--- src/sv/pvp_pkg.sv ---
// types, constants and register codes of the pdo value packer
package pvp_pkg;

    localparam int VALUE_W    = 64;
    localparam int BITS_W     = 8;
    localparam int IN_DATA_W  = 72;
    localparam int FRAME_W    = 64;
    localparam int FBYTES_W   = 4;
    localparam int OUT_DATA_W = 72;
    localparam int CFG_IDX_W  = 2;
    localparam int CFG_DATA_W = 8;
    localparam int CNT_W      = 7;
    localparam int OFF_W      = 7;
    localparam int CAP_W      = 4;
    localparam int END_W      = 9;

    localparam int DEF_MAX_ENTRIES = 64;
    localparam int DEF_FRAME_BYTES = 8;

    localparam logic [CAP_W-1:0] CAP_RESET = 4'd8;
    localparam logic [CNT_W-1:0] CNT_SAT   = 7'h7f;

    typedef enum logic [CFG_IDX_W-1:0] {
        REG_ENTRY_COUNT    = 2'd0,
        REG_FRAME_CAPACITY = 2'd1
    } cfg_reg_t;

    typedef struct packed {
        logic [CNT_W-1:0] entry_count;
        logic [CAP_W-1:0] frame_capacity;
    } cfg_t;

    typedef struct packed {
        logic [VALUE_W-1:0] value;
        logic [BITS_W-1:0]  entry_bits;
        logic               last_value;
    } item_t;

endpackage

--- src/sv/pvp_cfg_regs.sv ---
// configuration registers: entry count and frame capacity
module pvp_cfg_regs
    import pvp_pkg::*;
(
    input  logic                  clk,
    input  logic                  rst_n,
    input  logic                  cfg_valid,
    output logic                  cfg_ready,
    input  logic [CFG_IDX_W-1:0]  cfg_index,
    input  logic [CFG_DATA_W-1:0] cfg_data,
    output cfg_t                  cfg
);

    cfg_t cfg_reg;
    cfg_t cfg_next;

    assign cfg_ready = 1'b1;
    assign cfg      = cfg_reg;

    always_comb
    begin
        cfg_next = cfg_reg;
        if (cfg_valid)
        begin
            case (cfg_index)
                REG_ENTRY_COUNT:    cfg_next.entry_count    = cfg_data[CNT_W-1:0];
                REG_FRAME_CAPACITY: cfg_next.frame_capacity = cfg_data[CAP_W-1:0];
                default:            cfg_next = cfg_reg;
            endcase
        end
    end

    always_ff @(posedge clk or negedge rst_n)
    begin
        if (!rst_n)
        begin
            cfg_reg.entry_count    <= '0;
            cfg_reg.frame_capacity <= CAP_RESET;
        end
        else
        begin
            cfg_reg <= cfg_next;
        end
    end

endmodule

--- src/sv/pvp_in_stage.sv ---
// input register holding one value beat until the packer takes it
module pvp_in_stage
    import pvp_pkg::*;
(
    input  logic                 clk,
    input  logic                 rst_n,
    input  logic                 s_tvalid,
    output logic                 s_tready,
    input  logic [IN_DATA_W-1:0] s_tdata,
    input  logic                 s_tlast,
    output logic                 item_valid,
    output item_t                item,
    input  logic                 item_take
);

    logic  valid_reg;
    logic  valid_next;
    item_t item_reg;
    logic  load;

    assign s_tready   = !valid_reg || item_take;
    assign load       = s_tvalid && s_tready;
    assign item_valid = valid_reg;
    assign item       = item_reg;

    always_comb
    begin
        valid_next = valid_reg;
        if (load)
            valid_next = 1'b1;
        else if (item_take)
            valid_next = 1'b0;
    end

    always_ff @(posedge clk or negedge rst_n)
    begin
        if (!rst_n)
            valid_reg <= 1'b0;
        else
            valid_reg <= valid_next;
    end

    always_ff @(posedge clk)
    begin
        if (load)
        begin
            item_reg.value      <= s_tdata[VALUE_W-1:0];
            item_reg.entry_bits <= s_tdata[VALUE_W+BITS_W-1:VALUE_W];
            item_reg.last_value <= s_tlast;
        end
    end

endmodule

--- src/sv/pvp_pack_core.sv ---
// frame accumulator, bit offset and counters, with the result register
module pvp_pack_core
    import pvp_pkg::*;
#(
    parameter int MAX_ENTRIES = DEF_MAX_ENTRIES,
    parameter int FRAME_BYTES = DEF_FRAME_BYTES
)
(
    input  logic                  clk,
    input  logic                  rst_n,
    input  cfg_t                  cfg,
    input  logic                  item_valid,
    input  item_t                 item,
    output logic                  item_take,
    output logic                  m_tvalid,
    input  logic                  m_tready,
    output logic [OUT_DATA_W-1:0] m_tdata,
    output logic                  m_tuser
);

    localparam logic [CAP_W-1:0] FB_CAP     = CAP_W'(FRAME_BYTES);
    localparam logic [END_W-1:0] FRAME_BITS = END_W'(FRAME_BYTES * 8);
    localparam logic [CNT_W-1:0] MAX_CNT    = CNT_W'(MAX_ENTRIES);

    logic [OFF_W-1:0]    off_reg,   off_next;
    logic [FRAME_W-1:0]  acc_reg,   acc_next;
    logic [CNT_W-1:0]    cnt_reg,   cnt_next;
    logic                err_reg,   err_next;
    logic                ovalid_reg, ovalid_next;
    logic [FRAME_W-1:0]  odata_reg, odata_next;
    logic [FBYTES_W-1:0] obytes_reg, obytes_next;
    logic                ostat_reg, ostat_next;

    logic [CAP_W-1:0]    cap_bytes;
    logic [END_W-1:0]    cap_bits;
    logic [END_W-1:0]    end_bits;
    logic [FRAME_W-1:0]  len_mask;
    logic [FRAME_W-1:0]  insert;
    logic [OFF_W-1:0]    off_step;
    logic [FRAME_W-1:0]  acc_step;
    logic [CNT_W-1:0]    cnt_step;
    logic                err_step;
    logic                bad;
    logic [OFF_W-1:0]    round_up;

    // a last beat needs a free result slot, other beats never wait
    assign item_take = item_valid && (!item.last_value || !ovalid_reg || m_tready);

    assign m_tvalid = ovalid_reg;
    assign m_tdata  = {{(OUT_DATA_W-FRAME_W-FBYTES_W){1'b0}}, obytes_reg, odata_reg};
    assign m_tuser  = ostat_reg;

    always_comb
    begin
        cap_bytes = (cfg.frame_capacity > FB_CAP) ? FB_CAP : cfg.frame_capacity;
        cap_bits  = END_W'({cap_bytes, 3'b000});
        end_bits  = END_W'(off_reg) + END_W'(item.entry_bits);
        len_mask  = (item.entry_bits >= BITS_W'(FRAME_W)) ? '1
                  : ((FRAME_W'(1) << item.entry_bits[5:0]) - FRAME_W'(1));
        insert    = (item.value & len_mask) << off_reg[5:0];

        cnt_step = (cnt_reg == CNT_SAT) ? cnt_reg : cnt_reg + CNT_W'(1);
        err_step = err_reg;
        off_step = off_reg;
        acc_step = acc_reg;
        if (!err_reg)
        begin
            if (end_bits > FRAME_BITS)
                err_step = 1'b1;
            else
            begin
                // beyond capacity the bits are dropped but the offset still moves
                if (item.entry_bits != '0 && end_bits <= cap_bits)
                    acc_step = acc_reg | insert;
                off_step = end_bits[OFF_W-1:0];
            end
        end

        bad      = err_step || (cfg.entry_count > MAX_CNT) || (cnt_step != cfg.entry_count);
        // offset is at most 64, so the rounded sum stays below 128
        round_up = off_step + OFF_W'(7);

        off_next    = off_reg;
        acc_next    = acc_reg;
        cnt_next    = cnt_reg;
        err_next    = err_reg;
        odata_next  = odata_reg;
        obytes_next = obytes_reg;
        ostat_next  = ostat_reg;
        ovalid_next = ovalid_reg && !m_tready;

        if (item_take)
        begin
            if (item.last_value)
            begin
                off_next    = '0;
                acc_next    = '0;
                cnt_next    = '0;
                err_next    = 1'b0;
                ovalid_next = 1'b1;
                ostat_next  = bad;
                odata_next  = bad ? '0 : acc_step;
                obytes_next = bad ? '0 : round_up[OFF_W-1:3];
            end
            else
            begin
                off_next = off_step;
                acc_next = acc_step;
                cnt_next = cnt_step;
                err_next = err_step;
            end
        end
    end

    always_ff @(posedge clk or negedge rst_n)
    begin
        if (!rst_n)
        begin
            off_reg    <= '0;
            acc_reg    <= '0;
            cnt_reg    <= '0;
            err_reg    <= 1'b0;
            ovalid_reg <= 1'b0;
        end
        else
        begin
            off_reg    <= off_next;
            acc_reg    <= acc_next;
            cnt_reg    <= cnt_next;
            err_reg    <= err_next;
            ovalid_reg <= ovalid_next;
        end
    end

    always_ff @(posedge clk)
    begin
        odata_reg  <= odata_next;
        obytes_reg <= obytes_next;
        ostat_reg  <= ostat_next;
    end

endmodule

--- src/sv/pdo_value_packer.sv ---
// a value beat enters the input register, the frame beat then leaves the result register
// throughput: one value beat per cycle from the combinational offset add and insert, but
// a last beat waits only while the previous frame beat is still unread
// reset (rst_n low, asynchronous) empties both registers and the frame being built
// reset loads entry_count 0 and frame_capacity 8
module pdo_value_packer
    import pvp_pkg::*;
#(
    parameter int MAX_ENTRIES = DEF_MAX_ENTRIES,
    parameter int FRAME_BYTES = DEF_FRAME_BYTES
)
(
    input  logic                  clk,
    input  logic                  rst_n,
    input  logic                  s_tvalid,
    output logic                  s_tready,
    input  logic [IN_DATA_W-1:0]  s_tdata,   // value[63:0], entry_bits[71:64]
    input  logic                  s_tlast,   // last_value
    output logic                  m_tvalid,
    input  logic                  m_tready,
    output logic [OUT_DATA_W-1:0] m_tdata,   // frame_data[63:0], frame_bytes[67:64], zero pad
    output logic                  m_tuser,   // status
    input  logic                  cfg_valid,
    output logic                  cfg_ready,
    input  logic [CFG_IDX_W-1:0]  cfg_index,
    input  logic [CFG_DATA_W-1:0] cfg_data
);

    cfg_t  cfg;
    item_t item;
    logic  item_valid;
    logic  item_take;

    pvp_cfg_regs u_cfg (
        .clk       (clk),
        .rst_n     (rst_n),
        .cfg_valid (cfg_valid),
        .cfg_ready (cfg_ready),
        .cfg_index (cfg_index),
        .cfg_data  (cfg_data),
        .cfg       (cfg)
    );

    pvp_in_stage u_in (
        .clk        (clk),
        .rst_n      (rst_n),
        .s_tvalid   (s_tvalid),
        .s_tready   (s_tready),
        .s_tdata    (s_tdata),
        .s_tlast    (s_tlast),
        .item_valid (item_valid),
        .item       (item),
        .item_take  (item_take)
    );

    pvp_pack_core #(
        .MAX_ENTRIES (MAX_ENTRIES),
        .FRAME_BYTES (FRAME_BYTES)
    ) u_core (
        .clk        (clk),
        .rst_n      (rst_n),
        .cfg        (cfg),
        .item_valid (item_valid),
        .item       (item),
        .item_take  (item_take),
        .m_tvalid   (m_tvalid),
        .m_tready   (m_tready),
        .m_tdata    (m_tdata),
        .m_tuser    (m_tuser)
    );

endmodule

--- config.mk ---
export PLATFORM = sky130hd
export DESIGN_NAME = pdo_value_packer
export DESIGN_NICKNAME = d
export VERILOG_FILES = /design/src/sv/pvp_pkg.sv /design/src/sv/pvp_cfg_regs.sv /design/src/sv/pvp_in_stage.sv /design/src/sv/pvp_pack_core.sv /design/src/sv/pdo_value_packer.sv
export SDC_FILE = /design/constraint.sdc
export NUM_CORES = 1
export LEC_CHECK = 0
export BUFFER_PORTS_ARGS = -buffer_cell sky130_fd_sc_hd__buf_2
export CAP_MARGIN = 20
export CORE_MARGIN = 3
export CORE_UTILIZATION = 50
export CTS_CLUSTER_DIAMETER = 100
export DETAILED_ROUTE_END_ITERATION = 16
export PLACE_DENSITY = 0.69
export SLEW_MARGIN = 25
export SYNTH_ARGS = -nofsm -noshare
export SYNTH_HDL_FRONTEND = slang
export SYNTH_SLANG_ARGS = --single-unit
--- constraint.sdc ---
create_clock -name clk -period 5.5 [get_ports clk]
set_input_delay 1.1 -clock clk [delete_from_list [all_inputs] [get_ports clk]]
set_output_delay 1.1 -clock clk [all_outputs]
set_load 0.05 [all_outputs]
==> impl.org <==
** STA
- The final critical path takes up 88.56% of the cycle.
- Setup violations remaining at the end of the flow were counted as 0.
- The final number of hold-violating endpoints came to 0.
- Counting I/O delays and the setup requirement, the final critical path takes 4.871 ns.
- Rel. slew slack :: 33.63%
- RSZ-0062 raised after global routing :: false
- Max Clock Freq :: 205.3 MHz
- Fin. max-slew vios :: 0
- Final hold slack :: 0.4949 ns
- Pin slew with the least headroom to its limit :: 0.9923 ns
- Setup total negative slack on the finished layout was measured at 0 ns.
- Between clock sinks in the finished design, the worst skew comes to 0.03247 ns.

** Worst setup path
- On the critical path the largest part of the delay comes from compound AO/OA/AOI/OAI gates.
- The startpoint identified for the worst register-to-register timing path is u_in.item[2].
- The worst setup path is captured at a register.
- Counting both buffers and inverters, the worst setup path holds a total of 3.
- Most common cell type on the critical path :: sky130_fd_sc_hd__buf_4
- Of all nets on the critical path, the largest fanout is 27.
- Cell Chain, Critical Path :: buf_4 > buf_4 > nor4_1 > o21ai_0 > xnor2_1 > o221ai_1 > o21ai_0 > o2bb2ai_1 > mux4_2 > nor2_1 > a211oi_1 > buf_4 > nor3_2
- The critical path is of the reg2reg type.
- For this design, the slowest cell found on the critical path is sky130_fd_sc_hd__nor4_1.
- At the worst endpoint, the required time is 5.78 ns.
- On the worst path, the slowest cell contributes a delay of 0.65 ns.
- Critical path data arrival time :: 5.15 ns
- The worst setup path is launched from a register.
- In this run the worst setup path begins at u_in.item[2].

** Detailed routing
- Using the TritonRoute via totals, the vias-per-cell ratio works out to 6.852.
- The detailed router placed 16,320 vias in this run.
- After detailed routing, the total wire length is 65,010 um.
- The detailed router finished its first iteration with 2,161 violations.
- First-pass detailed-route iteration total :: 6
- WL per Instance :: 27.29 um
- In the routed design, unresolved DRC markers number 0.
- The count of nets left with antenna violations once routing finished came out at 0.
- Summed over all nets, wire length on met3 after detailed routing comes to 7603 um.
- Summed over all nets, wire length on met2 after detailed routing comes to 27,520 um.
- Met1 wire length :: 27,230 um
- The highest layer touched by signal routing is met5.

** Logic synthesis
- Adder-cell area share of the yosys netlist :: 1.115%
- Most instantiated library cell after synthesis :: sky130_fd_sc_hd__nor2_1
- Number of enable-type register cells in the synthesized netlist :: 142
- Most used flip-flop cell after synthesis :: sky130_fd_sc_hd__edfxtp_1
- Fraction of post-synthesis cell area in the top cell type by area :: 26.03%
- Yosys warns :: 0
- Async set-reset flop share out of synthesis :: 39.32%
- Complex-gate fraction of the synthesized area :: 27.22%
- After synthesis, the largest family of logic cells by area is compound AO/OA/AOI/OAI gates.
- The netlist uses 107 different library cells.
- Count of mapped cells out of synthesis :: 1,811
- Yosys attributes the largest share of cell area to sky130_fd_sc_hd__edfxtp_1, sky130_fd_sc_hd__dfrtp_1, sky130_fd_sc_hd__nor2_1.
- Summing the areas of all xor and xnor instances in the mapped netlist gives 1.123% of the synthesized area.
- Most frequent cells after synthesis :: sky130_fd_sc_hd__nor2_1, sky130_fd_sc_hd__edfxtp_1, sky130_fd_sc_hd__a21oi_1
- The share of the Yosys chip area taken by registers is 40.08%.
- The largest total area in the synthesized netlist belongs to sky130_fd_sc_hd__edfxtp_1.
- Counting flops and latches in the post-synthesis netlist gives 234.
- Avg Inst Size Synth :: 9.047 um^2
- Measured against the total synthesized area, the mux share comes to 6.796%.
- Post-synthesis share of cell area spent on and, or, nand and nor gates :: 19.18%
- Synthesized cell area :: 16,380 um^2

** Die
- The floorplan step set the die width to 187.0 um.
- For this design the top-level I/O count stands at 164.
- The core region is 31,960 um^2.
- Chip Height :: 187.0 um
- The die covers 34,980 um^2.
- Once the floorplan was initialized, standard cells occupied 51.26% of the core.
- Floorplan row count :: 65

** Cells and area
- The repair_antennas step left the layout with diodes totalling 0.
- The net count of the finished layout is 2,029.
- The finished cells cover 18,620 um^2.
- Final core utilization :: 58.27%
- Cells with a size suffix above 1 make up 19.52% of the layout.
- The register with the most flip-flops in the layout has 73 of them.
- From synthesis to final layout, the design area changed by 13.66%.
- The count of cells in the finished layout, fillers not included, comes to 2,382.

** Placed design
- Sum of net half-perimeters after detailed placement :: 48,250 um
- Post-place instance area :: 17,710 um^2
- Placed cell count :: 2,334
- The congestion estimate from routability-driven global placement came to 1.045.
- Input and output buffers added on the ports amount to 157.

** GRT
- Number of global-route vias before repair :: 15,370
- Number of antenna violations at the first check in global routing :: 1
- Entering global routing, the biggest net connects 102 pins.
- Global route overflow :: 0
- Global routing used 35.99% of the available tracks across all layers.
- The first global-routing pass estimated 97,390 um of wire.

** Clocking
- Quantity of gates resized following cts :: 0
- Clock tree synthesis selected as its root buffer the cell sky130_fd_sc_hd__clkbuf_16.
- CTS built an H-tree with a depth of 1.
- Clock buffer depth :: 3
- Clock slew seen by the registers of the worst setup and hold paths :: 0.06 ns
- Number of clock buffers inserted by TritonCTS :: 26
- The number of setup buffers added after CTS is 0.
- Later-pin clock latency in the skew report :: 0.57 ns
- In this run, post-CTS hold repair placed 0 buffers.
- The clock drives 234 sinks.
- CTS tree :: built

** Power and ir drop
- The analysis attributes to cell leakage a power of 0.007438 uW.
- The worst-case IR drop observed on VDD is 0.2858 mV.
- Total power divided by cell area :: 392.0 nW/um^2

** Min path
- Hold wc startpoint :: u_core.acc_reg[14]
- Kind of path behind the tightest hold check :: reg2reg

** Job
- The tool flagged a number of max-cap violations equal to 0.

** Outcome
- Status :: finished clean
[layout by cell type, fill, tap and decap left out, types with 16 or more instances in the layout]
cell type,n
sky130_fd_sc_hd__a21oi_1,135
sky130_fd_sc_hd__a211oi_1,28
sky130_fd_sc_hd__buf_4,71
sky130_fd_sc_hd__mux2_2,37
sky130_fd_sc_hd__a31oi_1,50
sky130_fd_sc_hd__buf_2,156
sky130_fd_sc_hd__o21a_1,35
sky130_fd_sc_hd__nor3_1,55
sky130_fd_sc_hd__a22o_1,16
sky130_fd_sc_hd__nand2_1,128
sky130_fd_sc_hd__edfxtp_1,142
sky130_fd_sc_hd__nor2b_1,23
sky130_fd_sc_hd__o22ai_1,23
sky130_fd_sc_hd__and2_1,21
sky130_fd_sc_hd__nor2_1,217
sky130_fd_sc_hd__dfrtp_1,87
sky130_fd_sc_hd__o211a_1,25
sky130_fd_sc_hd__mux2i_1,60
sky130_fd_sc_hd__nand3_1,46
sky130_fd_sc_hd__o211ai_1,26
sky130_fd_sc_hd__nand2b_1,23
sky130_fd_sc_hd__inv_1,18
sky130_fd_sc_hd__clkbuf_16,28
sky130_fd_sc_hd__o21ai_0,93
[cell type report]
class	instances	area, um^2
fill	2788	13340
timing repair buffer	231	1394
clock buffer	31	711.9
clock inverter	17	192.7
sequential	234	6573
tap	435	544.3
multi-input combinational	1412	9123
inverter	22	85.08
[worst paths after layout]
check                                       end  slack [ns]  cells past startpoint
min in group asynchronous    u_core.acc_reg[39]        0.61                      1
hold / removal               u_core.acc_reg[14]        0.49                      1
max in group asynchronous    u_core.acc_reg[32]        3.86                      2
setup reg to reg           u_core.odata_reg[44]        0.63                     13
hold reg to reg              u_core.acc_reg[14]        0.49                      1
setup / recovery           u_core.odata_reg[44]        0.63                     13
[where the power goes]
group	switching (uW)	internal, uW	total (uW)	leakage, uW
combinational	2210	1100	3300	0.00439
clock	744	1070	1820	0.000432
sequential	130	2050	2180	0.00261
[metrics by stage]
| stage | power (uW) | setup WS (ns) |
|---|---|---|
| 5_1_grt | 7582 | 0.4072 |
| 3_3_place_gp | 5324 | 0.9147 |
| 4_1_cts | 7190 | 0.8719 |
| 3_5_place_dp | 5358 | 0.9188 |
| 6_report | 7301 | 0.6294 |
| 2_1_floorplan | 4250 | 1.248 |
[routing by layer]
layer | vias up | global-route usage [%]
li1 | 7165 | -
met4 | 2 | 12.97
met3 | 172 | 8.846
met1 | 7911 | 51.80
met5 | - | 0
met2 | 1071 | 52.83
[cell families (layout without fill, tap and decap cells)]
logic type | after synthesis | in the layout
flip-flops | 234 | 234
AND/OR/NAND/NOR | 639 | 639
other | 2 | 5
AO/OA/AOI/OAI | 631 | 631
buffers and inverters | 168 | 301
XOR/XNOR | 21 | 21
multiplexers | 102 | 102
adder cells (fa/ha/maj) | 14 | 14
Power figures use the tool's default switching activity.
